## config.mk

```make
export PLATFORM = sky130hd
export DESIGN_NAME = rv32_front
export DESIGN_NICKNAME = d
export VERILOG_FILES = /design/src/hw/rtl/rv32_pkg.sv /design/src/hw/rtl/rv32_front.sv
export SDC_FILE = /design/constraint.sdc
export NUM_CORES = 1
export LEC_CHECK = 0
export BUFFER_PORTS_ARGS = -buffer_cell sky130_fd_sc_hd__buf_2
export CAP_MARGIN = 20
export CORE_MARGIN = 2
export CORE_UTILIZATION = 56
export DETAILED_ROUTE_END_ITERATION = 6
export PLACE_DENSITY_LB_ADDON = 0.25
export SETUP_SLACK_MARGIN = 0.1
export SYNTH_ARGS = -nofsm -noshare
export SYNTH_HDL_FRONTEND = slang
export SYNTH_SLANG_ARGS = --single-unit
```

## constraint.sdc

```tcl
create_clock -name clock -period 3.4 [get_ports clock]
set_input_delay 0.34 -clock clock [delete_from_list [all_inputs] [get_ports clock]]
set_output_delay 0.34 -clock clock [all_outputs]
set_load 0.03 [all_outputs]
```

## src/hw/rtl/rv32_pkg.sv

```systemverilog
`timescale 1ns / 1ps
// ----------------------------------------------------------------------------
// rv32_pkg: shared constants and types for the RV32IM execute block
// Operation codes, instruction classes and the front-to-back queue entry.
// ----------------------------------------------------------------------------
package rv32_pkg;

   localparam int MEM_BYTES_DEF = 4096;
   localparam int Q_DEPTH = 2;

   localparam logic [5:0] OP_ADD   = 6'd0;
   localparam logic [5:0] OP_SUB   = 6'd1;
   localparam logic [5:0] OP_SLL   = 6'd2;
   localparam logic [5:0] OP_SLT   = 6'd3;
   localparam logic [5:0] OP_SLTU  = 6'd4;
   localparam logic [5:0] OP_XOR   = 6'd5;
   localparam logic [5:0] OP_SRL   = 6'd6;
   localparam logic [5:0] OP_SRA   = 6'd7;
   localparam logic [5:0] OP_OR    = 6'd8;
   localparam logic [5:0] OP_AND   = 6'd9;
   localparam logic [5:0] OP_ADDI  = 6'd10;
   localparam logic [5:0] OP_SLTI  = 6'd11;
   localparam logic [5:0] OP_SLTIU = 6'd12;
   localparam logic [5:0] OP_XORI  = 6'd13;
   localparam logic [5:0] OP_ORI   = 6'd14;
   localparam logic [5:0] OP_ANDI  = 6'd15;
   localparam logic [5:0] OP_SLLI  = 6'd16;
   localparam logic [5:0] OP_SRLI  = 6'd17;
   localparam logic [5:0] OP_SRAI  = 6'd18;
   localparam logic [5:0] OP_LB    = 6'd19;
   localparam logic [5:0] OP_LH    = 6'd20;
   localparam logic [5:0] OP_LW    = 6'd21;
   localparam logic [5:0] OP_LBU   = 6'd22;
   localparam logic [5:0] OP_LHU   = 6'd23;
   localparam logic [5:0] OP_BEQ   = 6'd24;
   localparam logic [5:0] OP_BNE   = 6'd25;
   localparam logic [5:0] OP_BLT   = 6'd26;
   localparam logic [5:0] OP_BGE   = 6'd27;
   localparam logic [5:0] OP_BLTU  = 6'd28;
   localparam logic [5:0] OP_BGEU  = 6'd29;
   localparam logic [5:0] OP_SB    = 6'd30;
   localparam logic [5:0] OP_SH    = 6'd31;
   localparam logic [5:0] OP_SW    = 6'd32;
   localparam logic [5:0] OP_LUI   = 6'd33;
   localparam logic [5:0] OP_AUIPC = 6'd34;
   localparam logic [5:0] OP_JAL   = 6'd35;
   localparam logic [5:0] OP_JALR  = 6'd36;
   localparam logic [5:0] OP_MUL   = 6'd37;
   localparam logic [5:0] OP_MULH  = 6'd38;
   localparam logic [5:0] OP_MULHU = 6'd39;
   localparam logic [5:0] OP_DIV   = 6'd40;
   localparam logic [5:0] OP_DIVU  = 6'd41;
   localparam logic [5:0] OP_REM   = 6'd42;
   localparam logic [5:0] OP_REMU  = 6'd43;

   localparam logic [2:0] CLS_NOP   = 3'd0;
   localparam logic [2:0] CLS_ALU   = 3'd1;
   localparam logic [2:0] CLS_LOAD  = 3'd2;
   localparam logic [2:0] CLS_STORE = 3'd3;
   localparam logic [2:0] CLS_MUL   = 3'd4;
   localparam logic [2:0] CLS_DIV   = 3'd5;

   typedef struct packed {
      logic [5:0]  op;
      logic [2:0]  cls;
      logic [4:0]  rd;
      logic [4:0]  rs1;
      logic [4:0]  rs2;
      logic [31:0] imm;
   } entry_type;

endpackage

```

## src/hw/rtl/rv32_front.sv

```systemverilog
`timescale 1ns / 1ps
// ----------------------------------------------------------------------------
// rv32_front: instruction intake and classification
// Classifies each accepted transaction and holds it in a short queue.
// ----------------------------------------------------------------------------
module rv32_front (
   input  logic                  clock,
   input  logic                  reset,
   input  logic                  push,
   output logic                  full,
   input  logic [5:0]            opcode,
   input  logic [4:0]            dest_index,
   input  logic [4:0]            src1_index,
   input  logic [4:0]            src2_index,
   input  logic [31:0]           immediate,
   output logic                  q_valid,
   output rv32_pkg::entry_type   q_head,
   input  logic                  q_pop
);

   rv32_pkg::entry_type q_ff [rv32_pkg::Q_DEPTH];
   logic       wr_ptr_ff, wr_ptr_in;
   logic       rd_ptr_ff, rd_ptr_in;
   logic [1:0] count_ff, count_in;
   logic [2:0] cls;
   logic       do_push, do_pop;

   always_comb begin
      if (opcode inside {[rv32_pkg::OP_ADD:rv32_pkg::OP_SRAI],
                         [rv32_pkg::OP_BEQ:rv32_pkg::OP_BGEU],
                         [rv32_pkg::OP_LUI:rv32_pkg::OP_JALR]}) begin
         cls = rv32_pkg::CLS_ALU;
      end else if (opcode inside {[rv32_pkg::OP_LB:rv32_pkg::OP_LHU]}) begin
         cls = rv32_pkg::CLS_LOAD;
      end else if (opcode inside {[rv32_pkg::OP_SB:rv32_pkg::OP_SW]}) begin
         cls = rv32_pkg::CLS_STORE;
      end else if (opcode inside {[rv32_pkg::OP_MUL:rv32_pkg::OP_MULHU]}) begin
         cls = rv32_pkg::CLS_MUL;
      end else if (opcode inside {[rv32_pkg::OP_DIV:rv32_pkg::OP_REMU]}) begin
         cls = rv32_pkg::CLS_DIV;
      end else begin
         cls = rv32_pkg::CLS_NOP;
      end
   end

   assign full    = (count_ff == 2'(rv32_pkg::Q_DEPTH));
   assign q_valid = (count_ff != 2'd0);
   assign q_head  = q_ff[rd_ptr_ff];
   assign do_push = push && !full;
   assign do_pop  = q_pop && q_valid;

   always_comb begin
      wr_ptr_in = do_push ? ~wr_ptr_ff : wr_ptr_ff;
      rd_ptr_in = do_pop  ? ~rd_ptr_ff : rd_ptr_ff;
      count_in  = count_ff + {1'b0, do_push} - {1'b0, do_pop};
   end

   always_ff @(posedge clock) begin
      if (reset) begin
         wr_ptr_ff <= 1'b0;
         rd_ptr_ff <= 1'b0;
         count_ff  <= 2'd0;
      end else begin
         wr_ptr_ff <= wr_ptr_in;
         rd_ptr_ff <= rd_ptr_in;
         count_ff  <= count_in;
      end
   end

   always_ff @(posedge clock) begin
      if (do_push) begin
         q_ff[wr_ptr_ff] <= '{op: opcode, cls: cls, rd: dest_index, rs1: src1_index,
                              rs2: src2_index, imm: immediate};
      end
   end

endmodule

```

# Yosys cells after proc, flatten, opt, wreduce, memory -nomap -nowiden

Memories as Yosys holds them, arrays and structs flattened. A register that Yosys moved wholly into a read port is not among the register bits.
Index checks and enable logic that the tools add are counted.

Add/sub/neg operators: 2
Order comparisons: 14
Equal/unequal tests: 1
Multiplexer cells: 9
Bitwise operators: 2
Reduce and logical (&&, ||, !) cells: 12

Operator list:

| kind                                                 | count |
|---|---|
| <= comparator 6 bit (second input constant)          | 4 |
| >= comparator 6 x 5 -> 1 bit (second input constant) | 3 |
| >= comparator 6 bit (second input constant)          | 3 |
| <= comparator 6 x 5 -> 1 bit (second input constant) | 3 |
| 2-to-1 mux 3 bit                                     | 5 |
| logical AND 1 bit                                    | 9 |
| >= comparator 6 x 1 -> 1 bit (second input constant) | 1 |
| 2-to-1 mux 1 bit                                     | 4 |
| nonzero test 3 bit                                   | 1 |
| adder 2 x 1 -> 2 bit                                 | 1 |
| equality test 2 bit (second input constant)          | 1 |
| NOT 1 bit                                            | 2 |
| nonzero test 2 bit                                   | 1 |
| subtractor 2 x 1 -> 2 bit                            | 1 |
| zero test 1 bit                                      | 1 |

Flip-flop bits (word level): 4
Memory bits (writable): 112
Input port bits: 57
Output and inout bits: 58
Logic and storage cells: 44
Memories kept: 1

Memories:

| name | depth | width | read ports | clocked after Yosys merged registers in | write ports | line             | text |
|---|---|---|---|---|---|---|---|
| q_ff | 2     | 56    | 1          | 1                                       | 1           | rv32_front.sv:21 | `rv32_pkg::entry_type q_ff [rv32_pkg::Q_DEPTH];` |

# Longest topological paths before layout

Depth after elaboration: 7
Mapped depth: 8
Mapped depth without buffers: 8

# Worst setup path before layout

No wires, ideal clock.

Path type: reg2reg
Start point: register count_ff[0]
End point: memory q_ff[0][0] (netlist bit), enable pin
Setup time: 410 ps
Data arrival time: 1999 ps
Required time: 2990 ps
Setup slack: 991 ps
Stages on the path, launching flop included: 5
Path buffers: 0
Clock period less this slack: 2409 ps
Cells stage by stage: dfxtp_1 -> nand2b_2 -> inv_2 -> or3_1 -> inv_1

Word-level cells in the longest chain between the ends: 5

Ends and longest elaborated chain:

| element                                | line             | text |
|---|---|---|
| start, declared                        | rv32_front.sv:24 | `logic [1:0] count_ff, count_in;` |
| start signal, assigned                 | rv32_front.sv:66 | `count_ff <= count_in;` |
| equality test 2 bit                    | rv32_front.sv:46 | `assign full = (count_ff == 2'(rv32_pkg::Q_DEPTH));` |
| named net full                         | rv32_front.sv:10 | `output logic full,` |
| zero test 1 bit                        | rv32_front.sv:49 | `assign do_push = push && !full;` |
| logical AND 1 bit                      | rv32_front.sv:49 |  |
| 2-to-1 mux 1 bit                       | rv32_front.sv:71 | `if (do_push) begin` |
| 2-to-1 mux 1 bit (implied by the code) | rv32_front.sv:72 | `q_ff[wr_ptr_ff] <= '{op: opcode, cls: cls, rd: dest_index, rs1: src1_index,` |
| end, declared                          | rv32_front.sv:21 |  |

The timed path passes the listed nets, and every way through them passes these cells.

==> metrics.md <==
| Metric | Value |
|---|---|
| CP max FO | `33` |
| DIE HEIGHT | `92.4 um` |
| Overall Global Routing Usage | `0.187` |
| Layout fillers | `492` |
| Main synth FF type | `edfxtp_1` |
| Via Count | `2383` |
| Most frequent cells in the layout | `114 x buf_2, 112 x edfxtp_1, 46 x mux2_1` |
| Max rail drop VDD | `0.633 mV` |
| Vias per cell | `5.05` |
| Syn nets | `276` |
| Share of layout cells above drive strength 1 | `0.443` |
| Static leakage | `2.21 nW` |
| Crit-path cells | `buf_12 > mux2_1 > buf_2` |
| Final setup viols | `0` |
| Hold Startpoint | `src2_index[1]` |
| First-pass GRT wire length | `11700 um` |
| Register area share after synthesis | `0.791` |
| Design Power | `4.98 mW` |
| Post-CTS Setup Inserts | `0` |
| Final Skew | `0.00918 ns` |
| Top Ports | `115` |
| Pin count of the biggest net entering global routing | `45` |
| Max-cap violations | `0` |
| Routed wire length | `7480 um` |
| DIE WIDTH | `92.4 um` |
| Reg-to-reg endpoint | `q_ff[0][23]` |
| EDFF count, synth | `112` |
| CTS resizes | `0` |
| Power share of the clock group | `0.341` |
| FF-to-FF path depth | `5` |
| Most common cell after layout, fill and taps aside | `buf_2` |
| Hold buffers post-CTS | `9` |
| Min-Delay Endpoint | `q_ff[0][33]` |
| Antenna Violating Nets Remaining | `0` |
| Synthesized flop and latch total | `117` |
| Setup slack, reg-to-reg | `1.26 ns` |
| Register share of total power | `0.389` |
| CTS clock-pin slew for the worst setup and hold paths | `0.06 ns` |
| Worst-Margin Slew | `0.816 ns` |
| Cell row count | `32` |
| CP Class | `register to primary output` |
| Core Region | `0.00765 sq mm` |
| DRC | `0` |
| Internal | `3.40 mW` |
| Clock network latency to the later pin of the worst-skew pair | `0.49 ns` |
| Mapped cell area | `0.00438 sq mm` |
| Synth top area cells | `edfxtp_1 77%, mux2_1 12%, mux2_2 2.6%` |
| Fin crit period | `2.43 ns` |
| Required @ worst endpoint | `3.06 ns` |
| Crit. End Element | `primary output` |
| Worst Hold Class | `primary input to register` |
| Vias in the first global route | `2467` |
| Initial antenna violation count | `0` |
| Synthesized area per cell | `20.2 sq um` |
| Worst Hold Depth | `1` |
| CTS buffer count | `17` |
| Clk buf depth | `2` |
| Cells after Synth | `217` |
| Synth Warn # | `0` |
| Dominant cell type by area after synthesis | `edfxtp_1` |
| Run status | `finished, final reports clean` |
| Routed len/inst | `15.9 um` |
| Buf/Inv on CP | `2` |
| CP peak stage delay | `0.73 ns` |
| Net Sw Frac | `0.318` |
| Die Footprint | `0.00855 sq mm` |
| Nets | `416` |
| Slew Limit Fails | `0` |
| Power Density | `868 mW/mm^2` |
| Layout Area Growth over Synthesis | `31.0%` |
| Worst rel slew slack | `0.456` |
| Yosys cell types | `29` |
| Worst r2r src | `count_ff[0]` |
| RSZ-0062 raised after global routing | `no` |
| Port bufs | `114` |
| CTS tree | `yes` |
| Async set-reset flop share out of synthesis | `0` |
| Total gr overflow | `0` |
| Iteration-0 DRC Markers | `194` |
| Psw | `1.58 mW` |
| DP Wirelength | `4590 um` |
| Share of the synthesized area in the top cell type | `0.768` |
| Router iterations before antenna repair | `4` |
| Final Hold Violating Endpoints | `0` |
| CTS H-tree lvls | `4` |
| Critical-path top delay cell | `dfxtp_2` |
| Worst Path Arrival | `2.09 ns` |
| GPL Wtd Cong | `0.709` |
| Combinational Power Share | `0.270` |
| Initial Utilization | `0.573` |
| ANT cells | `0` |
| Clk sinks | `117` |
| Top delay family on crit path | `flip-flops` |
| Clock Root Buffer | `clkbuf_8` |
| Crit share post-route | `0.714` |
| Fmax | `412 MHz` |
| Critical Path Source Type | `register` |
| Setup TNS | `0 ns` |
==> kinds of logic after synthesis <==
kind of cell | count (synthesis) | synth area share
DFF | 117 | 0.791
muxes | 56 | 0.144
and+or+nand+nor | 16 | 0.0206
AOI/OAI and AO/OA | 13 | 0.0183
buffers and inverters | 11 | 0.0168
xor gates and xnor gates | 2 | 0.00400
adders and majority gates | 2 | 0.00571
==> power groups by stage <==
stage	Clock (mW)	Sequential, mW	Combinational (mW)
after floorplan	0	1.91	1.03
after global placement	0	1.95	1.33
after detailed placement	0	1.97	1.35
after CTS	1.73	1.94	1.36
after global routing	1.79	1.96	1.43
final	1.70	1.94	1.34
==> registers in the layout, summed over array words and instances, names as in the netlist, named ones only <==
register / flops
wr_ptr_ff: 1
q_ff: 112
rd_ptr_ff: 1
count_ff: 2
==> cell type report <==
class                   instances  area (sq um)  share of cell area
inverters                       5          18.8             0.00327
flip-flops and latches        117          3460               0.604
repair buffers                127           703               0.123
multi-input cells              89           845               0.147
clock buffers                  18           418              0.0728
well taps                     102           128              0.0222
clock inverters                14           161              0.0281
==> routing by layer <==
metal | part of all wire | GRT usage | up-vias
met5 | 0 | 0 | -
met4 | 0.012 | 0.0933 | 0
met3 | 0.072 | 0.0773 | 6
met2 | 0.50 | 0.296 | 95
met1 | 0.42 | 0.223 | 1149
li1 | - | - | 1133
==> worst max-delay path by stage <==
stage / to / slack [ns] / cells past startpoint
2_1_floorplan: q_ff[0][0] / 0.99 / 4
3_3_place_gp: q_ff[0][8] / 1.33 / 5
3_5_place_dp: q_ff[0][33] / 1.28 / 5
4_1_cts: q_head[31] / 0.91 / 3
5_1_grt: q_head[31] / 0.86 / 3
6_report: q_head[31] / 0.97 / 3
==> cell usage after synthesis (2+ instances only) <==
library cell and number:
nor2_1 3, mux2_2 10, mux2_1 46, a21oi_1 5, nand2b_1 2, buf_6 4
nand2_1 2, edfxtp_1 112, dfxtp_1 5, o21ai_0 3, inv_1 4, nor2b_1 2
buf_2 2, ha_1 2
==> metrics by stage <==
step | hold WS, ns | utilization | setup WS (ns) | instances | instance area, sq um
after global placement | 0.478 | 0.663 | 1.33 | 431 | 5070
after detailed placement | 0.494 | 0.663 | 1.28 | 431 | 5070
after global routing | 0.000717 | 0.750 | 0.864 | 472 | 5740
after floorplan | 0.409 | - | 0.991 | 217 | 4380
final | 0.0335 | 0.750 | 0.973 | 472 | 5740
after CTS | 0.000509 | 0.750 | 0.914 | 472 | 5740
Note: power is estimated with default switching activity, not from simulation.
